$ cat config.mk
export PLATFORM = sky130hd
export DESIGN_NAME = ready_blocked_job_dispatcher
export DESIGN_NICKNAME = d
export VERILOG_FILES = /design/src/rbjd_pkg.sv /design/src/rbjd_ram.sv /design/src/rbjd_datapath.sv /design/src/rbjd_ctrl.sv /design/src/ready_blocked_job_dispatcher.sv
export SDC_FILE = /design/constraint.sdc
export NUM_CORES = 2
export LEC_CHECK = 0
export ABC_AREA = 1
export BUFFER_PORTS_ARGS = -buffer_cell sky130_fd_sc_hd__buf_2
export CAP_MARGIN = 20
export CORE_ASPECT_RATIO = 0.9
export CORE_UTILIZATION = 45
export DETAILED_ROUTE_END_ITERATION = 6
export PLACE_DENSITY = 0.61
export SETUP_SLACK_MARGIN = 0.4
export SLEW_MARGIN = 20
export SYNTH_ARGS = -nofsm -noshare
export SYNTH_HDL_FRONTEND = slang
export SYNTH_SLANG_ARGS = --single-unit
export TNS_END_PERCENT = 5
$ cat constraint.sdc
create_clock -name clk -period 14.3 [get_ports clk]
set_clock_uncertainty 0.2 [all_clocks]
set_input_delay 0.715 -clock clk [delete_from_list [all_inputs] [get_ports clk]]
set_output_delay 0.715 -clock clk [all_outputs]
set_load 0.005 [all_outputs]
$ cat src/rbjd_pkg.sv
// ----------------------------------------------------------------------------
// rbjd_pkg
// Shared types, codes and defaults for the ready/blocked job dispatcher.
// ----------------------------------------------------------------------------
package rbjd_pkg;

    localparam int QUEUE_DEPTH_DEF = 16;
    localparam int FIELD_BITS_DEF  = 16;

    typedef enum logic [2:0] {
        OP_CLEAR   = 3'd0,
        OP_ADD     = 3'd1,
        OP_TICK    = 3'd2,
        OP_SWITCH  = 3'd3,
        OP_IO_DONE = 3'd4
    } op_t;

    typedef enum logic [3:0] {
        STS_DECREMENTED   = 4'd0,
        STS_TO_BLOCKED    = 4'd1,
        STS_FINISHED      = 4'd2,
        STS_READY_TO_RUN  = 4'd3,
        STS_NO_JOBS       = 4'd4,
        STS_BLOCKED_ONLY  = 4'd5,
        STS_SWITCHED      = 4'd6,
        STS_BLOCKED_READY = 4'd7,
        STS_BLOCKED_EMPTY = 4'd8,
        STS_ADDED         = 4'd9,
        STS_CLEARED       = 4'd10,
        STS_QUEUE_FULL    = 4'd11
    } status_t;

    typedef enum logic [3:0] {
        ACT_NONE,
        ACT_CLEAR,
        ACT_ADD,
        ACT_TICK_RUN,
        ACT_POP_READY,
        ACT_LOAD_TICK,
        ACT_LOAD_SWITCH,
        ACT_NO_READY,
        ACT_NO_BLOCKED,
        ACT_UNKNOWN,
        ACT_DRAIN_START,
        ACT_DRAIN_RD,
        ACT_DRAIN_WR
    } act_t;

    typedef enum logic [2:0] {
        S_IDLE,
        S_EXEC,
        S_LOAD,
        S_DRAIN_RD,
        S_DRAIN_WR,
        S_FIN
    } state_t;

    typedef struct packed {
        logic [2:0]  op;
        logic [15:0] job_number;
        logic [15:0] job_cpu_time;
        logic        job_io_pending;
        logic [15:0] job_start_time;
    } in_item_t;

    typedef struct packed {
        logic [3:0]  status;
        logic        running_valid;
        logic [15:0] running_number;
        logic [15:0] running_cpu_time;
        logic        running_io_pending;
        logic [15:0] running_start_time;
    } out_item_t;

    typedef struct packed {
        logic load_item;
        act_t act;
    } cmd_t;

    typedef struct packed {
        logic running_present;
        logic ready_empty;
        logic blocked_empty;
    } stat_t;

endpackage

$ cat src/rbjd_ram.sv
// ----------------------------------------------------------------------------
// rbjd_ram
// Generic simple dual-port RAM, one write port, one registered read port.
// ----------------------------------------------------------------------------
module rbjd_ram #(
    parameter int WIDTH = 49,
    parameter int DEPTH = 16
) (
    input  logic                     clk,
    input  logic                     we,
    input  logic [$clog2(DEPTH)-1:0] waddr,
    input  logic [WIDTH-1:0]         wdata,
    input  logic                     re,
    input  logic [$clog2(DEPTH)-1:0] raddr,
    output logic [WIDTH-1:0]         rdata
);

    logic [WIDTH-1:0] mem [DEPTH];
    logic [WIDTH-1:0] rdata_reg;

    always_ff @(posedge clk)
    begin
        if (we)
        begin
            mem[waddr] <= wdata;
        end
        if (re)
        begin
            rdata_reg <= mem[raddr];
        end
    end

    assign rdata = rdata_reg;

endmodule

$ cat src/rbjd_datapath.sv
// ----------------------------------------------------------------------------
// rbjd_datapath
// Queue pointers, running slot, status register and the two queue RAMs.
// ----------------------------------------------------------------------------
module rbjd_datapath #(
    parameter int QUEUE_DEPTH = rbjd_pkg::QUEUE_DEPTH_DEF,
    parameter int FIELD_BITS  = rbjd_pkg::FIELD_BITS_DEF
) (
    input  logic                clk,
    input  logic                rst_n,
    input  rbjd_pkg::in_item_t  request,
    input  rbjd_pkg::cmd_t      cmd,
    output rbjd_pkg::stat_t     stat,
    output rbjd_pkg::out_item_t result
);

    localparam int FB  = FIELD_BITS;
    localparam int JW  = 3 * FB + 1;
    localparam int AW  = $clog2(QUEUE_DEPTH);
    localparam int CW  = $clog2(QUEUE_DEPTH + 1);
    localparam int NUM_LSB = 2 * FB + 1;
    localparam int CPU_LSB = FB + 1;
    localparam int IO_BIT  = FB;

    localparam logic [AW-1:0] LAST_IDX = AW'(QUEUE_DEPTH - 1);
    localparam logic [CW-1:0] FULL_CNT = CW'(QUEUE_DEPTH);
    localparam logic [CW:0]   WRAP_SUM = (CW+1)'(QUEUE_DEPTH);

    logic [FB-1:0] job_num_reg, job_cpu_reg, job_start_reg;
    logic          job_io_reg;

    logic [FB-1:0] run_num_reg, run_num_next;
    logic [FB-1:0] run_cpu_reg, run_cpu_next;
    logic [FB-1:0] run_start_reg, run_start_next;
    logic          run_io_reg, run_io_next;
    logic          present_reg, present_next;

    logic [AW-1:0] rhead_reg, rhead_next, bhead_reg, bhead_next;
    logic [CW-1:0] rcount_reg, rcount_next, bcount_reg, bcount_next;
    rbjd_pkg::status_t status_reg, status_next;

    logic [CW:0]   rsum, bsum;
    logic [AW-1:0] rtail, btail, rhead_inc, bhead_inc;
    logic          r_full, b_full;

    logic          ready_we, ready_re, blocked_we, blocked_re;
    logic [JW-1:0] ready_wdata, blocked_wdata, ready_rdata, blocked_rdata;
    logic [JW-1:0] run_job, new_job, load_job;

    assign rsum      = (CW+1)'(rhead_reg) + (CW+1)'(rcount_reg);
    assign bsum      = (CW+1)'(bhead_reg) + (CW+1)'(bcount_reg);
    assign rtail     = (rsum >= WRAP_SUM) ? AW'(rsum - WRAP_SUM) : AW'(rsum);
    assign btail     = (bsum >= WRAP_SUM) ? AW'(bsum - WRAP_SUM) : AW'(bsum);
    assign rhead_inc = (rhead_reg == LAST_IDX) ? '0 : rhead_reg + AW'(1);
    assign bhead_inc = (bhead_reg == LAST_IDX) ? '0 : bhead_reg + AW'(1);
    assign r_full    = (rcount_reg == FULL_CNT);
    assign b_full    = (bcount_reg == FULL_CNT);

    assign run_job  = {run_num_reg, run_cpu_reg, run_io_reg, run_start_reg};
    assign new_job  = {job_num_reg, job_cpu_reg, job_io_reg, job_start_reg};
    assign load_job = ready_rdata;

    assign blocked_wdata = {run_num_reg, run_cpu_reg, 1'b0, run_start_reg};

    always_ff @(posedge clk)
    begin
        if (cmd.load_item)
        begin
            job_num_reg   <= FB'(request.job_number);
            job_cpu_reg   <= FB'(request.job_cpu_time);
            job_io_reg    <= request.job_io_pending;
            job_start_reg <= FB'(request.job_start_time);
        end
    end

    always_comb
    begin
        run_num_next   = run_num_reg;
        run_cpu_next   = run_cpu_reg;
        run_io_next    = run_io_reg;
        run_start_next = run_start_reg;
        present_next   = present_reg;
        rhead_next     = rhead_reg;
        rcount_next    = rcount_reg;
        bhead_next     = bhead_reg;
        bcount_next    = bcount_reg;
        status_next    = status_reg;
        ready_we       = 1'b0;
        ready_re       = 1'b0;
        ready_wdata    = new_job;
        blocked_we     = 1'b0;
        blocked_re     = 1'b0;

        case (cmd.act)
            rbjd_pkg::ACT_CLEAR:
            begin
                rhead_next     = '0;
                rcount_next    = '0;
                bhead_next     = '0;
                bcount_next    = '0;
                run_num_next   = '0;
                run_cpu_next   = '0;
                run_io_next    = 1'b0;
                run_start_next = '0;
                present_next   = 1'b0;
                status_next    = rbjd_pkg::STS_CLEARED;
            end
            rbjd_pkg::ACT_ADD:
            begin
                if (r_full)
                begin
                    status_next = rbjd_pkg::STS_QUEUE_FULL;
                end
                else
                begin
                    ready_we    = 1'b1;
                    rcount_next = rcount_reg + CW'(1);
                    status_next = rbjd_pkg::STS_ADDED;
                end
            end
            rbjd_pkg::ACT_TICK_RUN:
            begin
                if (run_cpu_reg != '0)
                begin
                    run_cpu_next = run_cpu_reg - FB'(1);
                    status_next  = rbjd_pkg::STS_DECREMENTED;
                end
                else
                begin
                    if (run_io_reg)
                    begin
                        if (b_full)
                        begin
                            status_next = rbjd_pkg::STS_QUEUE_FULL;
                        end
                        else
                        begin
                            blocked_we  = 1'b1;
                            bcount_next = bcount_reg + CW'(1);
                            status_next = rbjd_pkg::STS_TO_BLOCKED;
                        end
                    end
                    else
                    begin
                        status_next = rbjd_pkg::STS_FINISHED;
                    end
                    run_num_next   = '0;
                    run_cpu_next   = '0;
                    run_io_next    = 1'b0;
                    run_start_next = '0;
                    present_next   = 1'b0;
                end
            end
            rbjd_pkg::ACT_POP_READY:
            begin
                ready_re    = 1'b1;
                rhead_next  = rhead_inc;
                rcount_next = rcount_reg - CW'(1);
            end
            rbjd_pkg::ACT_LOAD_TICK:
            begin
                run_num_next   = load_job[NUM_LSB +: FB];
                run_cpu_next   = (load_job[CPU_LSB +: FB] != '0) ?
                                 load_job[CPU_LSB +: FB] - FB'(1) : '0;
                run_io_next    = load_job[IO_BIT];
                run_start_next = load_job[FB-1:0];
                present_next   = 1'b1;
                status_next    = rbjd_pkg::STS_READY_TO_RUN;
            end
            rbjd_pkg::ACT_LOAD_SWITCH:
            begin
                // a finished job with io pending is dropped, not requeued
                if (present_reg && !(run_cpu_reg == '0 && run_io_reg))
                begin
                    ready_we    = 1'b1;
                    ready_wdata = run_job;
                    rcount_next = rcount_reg + CW'(1);
                end
                run_num_next   = load_job[NUM_LSB +: FB];
                run_cpu_next   = load_job[CPU_LSB +: FB];
                run_io_next    = load_job[IO_BIT];
                run_start_next = load_job[FB-1:0];
                present_next   = 1'b1;
                status_next    = rbjd_pkg::STS_SWITCHED;
            end
            rbjd_pkg::ACT_NO_READY:
            begin
                status_next = (bcount_reg != '0) ? rbjd_pkg::STS_BLOCKED_ONLY :
                                                   rbjd_pkg::STS_NO_JOBS;
            end
            rbjd_pkg::ACT_NO_BLOCKED:
            begin
                status_next = rbjd_pkg::STS_BLOCKED_EMPTY;
            end
            rbjd_pkg::ACT_UNKNOWN:
            begin
                status_next = rbjd_pkg::STS_NO_JOBS;
            end
            rbjd_pkg::ACT_DRAIN_START:
            begin
                blocked_re  = 1'b1;
                bhead_next  = bhead_inc;
                bcount_next = bcount_reg - CW'(1);
                status_next = rbjd_pkg::STS_BLOCKED_READY;
            end
            rbjd_pkg::ACT_DRAIN_RD:
            begin
                blocked_re  = 1'b1;
                bhead_next  = bhead_inc;
                bcount_next = bcount_reg - CW'(1);
            end
            rbjd_pkg::ACT_DRAIN_WR:
            begin
                if (r_full)
                begin
                    status_next = rbjd_pkg::STS_QUEUE_FULL;
                end
                else
                begin
                    ready_we    = 1'b1;
                    ready_wdata = blocked_rdata;
                    rcount_next = rcount_reg + CW'(1);
                end
            end
            default:
            begin
            end
        endcase
    end

    always_ff @(posedge clk or negedge rst_n)
    begin
        if (!rst_n)
        begin
            run_num_reg   <= '0;
            run_cpu_reg   <= '0;
            run_io_reg    <= 1'b0;
            run_start_reg <= '0;
            present_reg   <= 1'b0;
            rhead_reg     <= '0;
            rcount_reg    <= '0;
            bhead_reg     <= '0;
            bcount_reg    <= '0;
            status_reg    <= rbjd_pkg::STS_NO_JOBS;
        end
        else
        begin
            run_num_reg   <= run_num_next;
            run_cpu_reg   <= run_cpu_next;
            run_io_reg    <= run_io_next;
            run_start_reg <= run_start_next;
            present_reg   <= present_next;
            rhead_reg     <= rhead_next;
            rcount_reg    <= rcount_next;
            bhead_reg     <= bhead_next;
            bcount_reg    <= bcount_next;
            status_reg    <= status_next;
        end
    end

    rbjd_ram #(
        .WIDTH(JW),
        .DEPTH(QUEUE_DEPTH)
    ) u_ready_ram (
        .clk  (clk),
        .we   (ready_we),
        .waddr(rtail),
        .wdata(ready_wdata),
        .re   (ready_re),
        .raddr(rhead_reg),
        .rdata(ready_rdata)
    );

    rbjd_ram #(
        .WIDTH(JW),
        .DEPTH(QUEUE_DEPTH)
    ) u_blocked_ram (
        .clk  (clk),
        .we   (blocked_we),
        .waddr(btail),
        .wdata(blocked_wdata),
        .re   (blocked_re),
        .raddr(bhead_reg),
        .rdata(blocked_rdata)
    );

    assign stat.running_present = present_reg;
    assign stat.ready_empty     = (rcount_reg == '0);
    assign stat.blocked_empty   = (bcount_reg == '0);

    assign result.status             = status_reg;
    assign result.running_valid      = present_reg;
    assign result.running_number     = present_reg ? 16'(run_num_reg) : 16'd0;
    assign result.running_cpu_time   = present_reg ? 16'(run_cpu_reg) : 16'd0;
    assign result.running_io_pending = present_reg & run_io_reg;
    assign result.running_start_time = present_reg ? 16'(run_start_reg) : 16'd0;

    a_ready_count_bound: assert property (@(posedge clk) disable iff (!rst_n)
        rcount_reg <= FULL_CNT)
        else $error("ready count above depth");

    a_blocked_count_bound: assert property (@(posedge clk) disable iff (!rst_n)
        bcount_reg <= FULL_CNT)
        else $error("blocked count above depth");

    a_empty_slot_zero: assert property (@(posedge clk) disable iff (!rst_n)
        !present_reg |-> (run_num_reg == '0 && run_cpu_reg == '0 &&
                          !run_io_reg && run_start_reg == '0))
        else $error("empty running slot holds data");

endmodule

$ cat src/rbjd_ctrl.sv
// ----------------------------------------------------------------------------
// rbjd_ctrl
// Sequencer for the dispatcher: decodes the op and steps the datapath.
// ----------------------------------------------------------------------------
module rbjd_ctrl (
    input  logic            clk,
    input  logic            rst_n,
    input  logic            start,
    input  logic [2:0]      op,
    input  rbjd_pkg::stat_t stat,
    output rbjd_pkg::cmd_t  cmd,
    output logic            busy,
    output logic            done
);

    rbjd_pkg::state_t state_reg, state_next;
    logic [2:0]       op_reg, op_next;

    always_ff @(posedge clk or negedge rst_n)
    begin
        if (!rst_n)
        begin
            state_reg <= rbjd_pkg::S_IDLE;
            op_reg    <= '0;
        end
        else
        begin
            state_reg <= state_next;
            op_reg    <= op_next;
        end
    end

    always_comb
    begin
        state_next    = state_reg;
        op_next       = op_reg;
        cmd.load_item = 1'b0;
        cmd.act       = rbjd_pkg::ACT_NONE;
        busy          = (state_reg != rbjd_pkg::S_IDLE);
        done          = (state_reg == rbjd_pkg::S_FIN);

        case (state_reg)
            rbjd_pkg::S_IDLE:
            begin
                if (start)
                begin
                    op_next       = op;
                    cmd.load_item = 1'b1;
                    state_next    = rbjd_pkg::S_EXEC;
                end
            end
            rbjd_pkg::S_EXEC:
            begin
                state_next = rbjd_pkg::S_FIN;
                case (op_reg)
                    rbjd_pkg::OP_CLEAR:
                    begin
                        cmd.act = rbjd_pkg::ACT_CLEAR;
                    end
                    rbjd_pkg::OP_ADD:
                    begin
                        cmd.act = rbjd_pkg::ACT_ADD;
                    end
                    rbjd_pkg::OP_TICK:
                    begin
                        if (stat.running_present)
                        begin
                            cmd.act = rbjd_pkg::ACT_TICK_RUN;
                        end
                        else if (!stat.ready_empty)
                        begin
                            cmd.act    = rbjd_pkg::ACT_POP_READY;
                            state_next = rbjd_pkg::S_LOAD;
                        end
                        else
                        begin
                            cmd.act = rbjd_pkg::ACT_NO_READY;
                        end
                    end
                    rbjd_pkg::OP_SWITCH:
                    begin
                        if (!stat.ready_empty)
                        begin
                            cmd.act    = rbjd_pkg::ACT_POP_READY;
                            state_next = rbjd_pkg::S_LOAD;
                        end
                        else
                        begin
                            cmd.act = rbjd_pkg::ACT_NO_READY;
                        end
                    end
                    rbjd_pkg::OP_IO_DONE:
                    begin
                        if (!stat.blocked_empty)
                        begin
                            cmd.act    = rbjd_pkg::ACT_DRAIN_START;
                            state_next = rbjd_pkg::S_DRAIN_WR;
                        end
                        else
                        begin
                            cmd.act = rbjd_pkg::ACT_NO_BLOCKED;
                        end
                    end
                    default:
                    begin
                        cmd.act = rbjd_pkg::ACT_UNKNOWN;
                    end
                endcase
            end
            rbjd_pkg::S_LOAD:
            begin
                cmd.act    = (op_reg == rbjd_pkg::OP_TICK) ? rbjd_pkg::ACT_LOAD_TICK :
                                                             rbjd_pkg::ACT_LOAD_SWITCH;
                state_next = rbjd_pkg::S_FIN;
            end
            rbjd_pkg::S_DRAIN_RD:
            begin
                cmd.act    = rbjd_pkg::ACT_DRAIN_RD;
                state_next = rbjd_pkg::S_DRAIN_WR;
            end
            rbjd_pkg::S_DRAIN_WR:
            begin
                cmd.act    = rbjd_pkg::ACT_DRAIN_WR;
                state_next = stat.blocked_empty ? rbjd_pkg::S_FIN : rbjd_pkg::S_DRAIN_RD;
            end
            rbjd_pkg::S_FIN:
            begin
                state_next = rbjd_pkg::S_IDLE;
            end
            default:
            begin
                state_next = rbjd_pkg::S_IDLE;
            end
        endcase
    end

    a_accept_to_exec: assert property (@(posedge clk) disable iff (!rst_n)
        (start && !busy) |=> (state_reg == rbjd_pkg::S_EXEC))
        else $error("accepted transaction did not enter execute");

    a_load_after_exec: assert property (@(posedge clk) disable iff (!rst_n)
        (state_reg == rbjd_pkg::S_LOAD) |-> ($past(state_reg) == rbjd_pkg::S_EXEC))
        else $error("load step without a preceding pop");

endmodule

$ cat src/ready_blocked_job_dispatcher.sv
// ----------------------------------------------------------------------------
// ready_blocked_job_dispatcher
// Round-robin job dispatcher with ready and blocked queues and one running slot.
// ----------------------------------------------------------------------------
// Steps: accept, execute, finish; a tick or switch that pops the ready queue adds
// a load step (registered RAM read); io complete drains the blocked queue with
// one RAM read and one RAM write per job before finishing.
// A new transaction is accepted only while busy is low, after the previous done.
// Results cannot be stalled; done is high for exactly one cycle per transaction.
// Reset clears pointers, counts and the running slot at once; queue RAMs need no clearing.
// ----------------------------------------------------------------------------
module ready_blocked_job_dispatcher #(
    parameter int QUEUE_DEPTH = rbjd_pkg::QUEUE_DEPTH_DEF,
    parameter int FIELD_BITS  = rbjd_pkg::FIELD_BITS_DEF
) (
    input  logic                clk,
    input  logic                rst_n,
    input  logic                start,
    output logic                busy,
    input  rbjd_pkg::in_item_t  request,
    output logic                done,
    output rbjd_pkg::out_item_t result
);

    rbjd_pkg::cmd_t  cmd;
    rbjd_pkg::stat_t stat;

    rbjd_ctrl u_ctrl (
        .clk  (clk),
        .rst_n(rst_n),
        .start(start),
        .op   (request.op),
        .stat (stat),
        .cmd  (cmd),
        .busy (busy),
        .done (done)
    );

    rbjd_datapath #(
        .QUEUE_DEPTH(QUEUE_DEPTH),
        .FIELD_BITS (FIELD_BITS)
    ) u_datapath (
        .clk    (clk),
        .rst_n  (rst_n),
        .request(request),
        .cmd    (cmd),
        .stat   (stat),
        .result (result)
    );

endmodule
==> impl_metrics.yaml <==
power:
  power.leakage_nw: 27.2
  power_density_mw_per_mm2: 192
  ir_worst_vdd_uv: 139
  finalPower_w: 0.0151
place:
  gp_congestion: 0.882
  portBuffers: 110
  hpwl_mm: 105
  dpl-instance-area_sq_mm: 0.0724
synthesis:
  synth_edf_count: 1698
  yosysUniqueCellTypes: 51
  async_flop_share: 0.0439
  syn_nets: 5336
  synth_ff_type: "edfxtp_1"
  yosys_warnings: 0
  synth_cells: 5263
  yosys.area.top_type: "edfxtp_1"
  syn_area_per_cell_sq_um: 13.2
  synthMostInstantiatedCell: "edfxtp_1"
  synth_top_cells_by_area: "edfxtp_1 73%, nand2_1 5.0%, o21ai_0 3.9%"
  ys_seq_area_frac: 0.760
  synth_top_area_frac: 0.732
  ys_ff_latch: 1776
  synth_common_cells: "1698 x edfxtp_1, 926 x nand2_1, 538 x o21ai_0"
  netlist_area_sq_mm: 0.0696
global_route:
  grt_max_degree: 140
  antenna_found_initial: 7
  grt-ovfl-total: 0
  grt_pass1_wl_mm: 292
  grt_pass1_vias: 41900
  globalRouteTotalUtil: 0.257
sta:
  hold_violations: 0
  timing.final.crit_period_ns: 5.38
  rsz0062_at_grt: "false"
  slew_violations: 0
  setup_viol: 0
  fmaxAchievable_mhz: 186
  relSlewSlack: 0.219
  post-route-period-util: 0.376
  timing.hold.ws_ns: 0.181
  tns_ns: 0
  worst_slew_pin_slew_ns: 1.17
floorplan:
  dieHeight_microns: 375
  initial_utilization: 0.455
  rows: 136
  dieArea_sq_mm: 0.156
  core_sq_mm: 0.153
  num_io_pins: 111
  die_x_microns: 417
routing:
  drcViolationCount: 0
  drtPass1Iterations: 6
  wirelength_mm: 203
  via_per_inst: 5.91
  wl_per_cell_microns: 27.0
  drtAntennaViolNets: 0
  num_vias: 44500
  initialDrtViolationCount: 5869
setup_path:
  slowest_delay_ns: 0.71
  cp_max_fo: 50
  cp-start-kind: "register"
  required_ns: 14.54
  cp_num_buf_inv: 5
  cp_cell_sequence: "inv_1, ha_1, nand3_1, nor3_2, nand2_1, nor3_2, nand2_1, nand2_1, nor2_1, clkinv_2, buf_4, nand2_1, clkinv_2, buf_4, nand2_1, o211ai_1"
  crit_path_end_kind: "register"
  critPathKind: "reg -> reg"
  critical_path.most_common_cell: "nand2_1"
  arrival_ns: 5.62
  slowest_stage: "buf_4"
  path_delay_family: "buffers and inverters"
cells_and_area:
  nets: 5457
  fill_cells: 12800
  syn_to_final_growth_pct: 12.6
  final_cell_area_sq_mm: 0.0784
  largest_reg_flops: 784
  post-route-util: 0.512
  drive_above_1_share: 0.0970
min_path:
  hold_class: "in -> async"
clock_tree:
  cts_tree: "done"
  cts_buffer_depth: 3
  root_buffer: "clkbuf_16"
  cts.sinks: 1776
  clock_latency_ns: 0.81
  postCtsHoldBufs: 53
  postCtsSetupRepairBufs: 0
  clkTransAtPathRegs_ns: 0.06
  cts_resized: 0
  numCtsBuffers: 176
  cts-htree-levels: 4
status:
  outcome: "finished, final reports clean"
flow_run:
  maxCapViolations: 0
## path summary, 6_finish.rpt
| kind | from | endpoint | slack (ns) | cells past startpoint |
|---|---|---|---|---|
| max | u_datapath.run_cpu_reg[1]$_DFFE_PN0P_ | u_datapath.u_ready_ram.mem[6][23]$_DFFE_PP_ | 8.92 | 16 |
| min reg2reg | u_datapath.u_ready_ram.rdata[33]$_DFFE_PP_ | u_datapath.run_num_reg[0]$_DFFE_PN0P_ | 0.25 | 2 |
| max in group asynchronous | rst_n | u_datapath.rhead_reg[1]$_DFFE_PN0P_ | 12.23 | 3 |
| min | rst_n | u_datapath.run_num_reg[5]$_DFFE_PN0P_ | 0.18 | 2 |
| max reg2reg | u_datapath.run_cpu_reg[1]$_DFFE_PN0P_ | u_datapath.u_ready_ram.mem[6][23]$_DFFE_PP_ | 8.92 | 16 |
| min in group clk | u_datapath.u_ready_ram.rdata[33]$_DFFE_PP_ | u_datapath.run_num_reg[0]$_DFFE_PN0P_ | 0.25 | 2 |
## placed cells by master, fill, tap and decap left out, types with 5 or more instances in the layout
cell type and instances:
a21oi_1 261, a221oi_1 121, a22oi_1 5, buf_2 112, buf_4 90, clkbuf_1 51
clkbuf_16 181, clkbuf_4 9, clkbuf_8 8, clkinv_1 34, clkinv_2 34, dfrtp_1 68
dfrtp_2 5, dlygate4sd3_1 53, edfxtp_1 1698, ha_1 15, inv_1 157, inv_2 19
inv_6 6, nand2_1 924, nand3_1 183, nand4_1 77, nor2_1 442, nor2_4 33
nor3_1 10, nor3_2 6, o211ai_1 52, o21ai_0 538, o21ai_1 33, o221ai_1 83
o22ai_1 125, xnor2_1 6, xor2_1 30
## metal layers
metal | up-vias | track usage | routed length [microns]
met3 | 327 | 0.0381 | 17100
li1 | 19700 | - | -
met5 | - | 0 | 0
met4 | 0 | 0.0916 | 6770
met2 | 2048 | 0.410 | 95800
met1 | 22400 | 0.360 | 83300
## area by class of cell
| cell class | count | area [sq um] | area share |
|---|---|---|---|
| Tap cell | 2001 | 2500 | 0.0319 |
| Sequential cell | 1776 | 53000 | 0.676 |
| Timing Repair Buffer | 265 | 1840 | 0.0235 |
| Inverter | 183 | 709 | 0.00905 |
| Clock buffer | 240 | 4830 | 0.0616 |
| Clock inverter | 79 | 500 | 0.00638 |
| Antenna cell | 2 | 5.00 | 0.0000638 |
| Multi-Input combinational cell | 2982 | 15000 | 0.192 |
## cells by family after synthesis
kind of cell / share of synthesized area
DFF: 0.760
and+or+nand+nor: 0.0991
AOI/OAI and AO/OA: 0.105
buffers and inverters: 0.0276
xor gates and xnor gates: 0.00453
adders and majority gates: 0.00356
## through the flow
| step | setup WS, ns | cells |
|---|---|---|
| after detailed placement | 8.96 | 7136 |
| after CTS | 8.91 | 7508 |
| after global routing | 8.72 | 7526 |
| after floorplan | 8.62 | 5263 |
| after global placement | 8.94 | 7136 |
| final | 8.92 | 7528 |
## power by group
part / leakage, nW / total, W / internal, W / switching (W)
logic: 8.10 / 0.00343 / 0.000815 / 0.00262
clock network: 2.61 / 0.00434 / 0.00243 / 0.00191
registers: 16.5 / 0.00729 / 0.00679 / 0.000500
No activity file was read; power rests on OpenSTA's default activity.
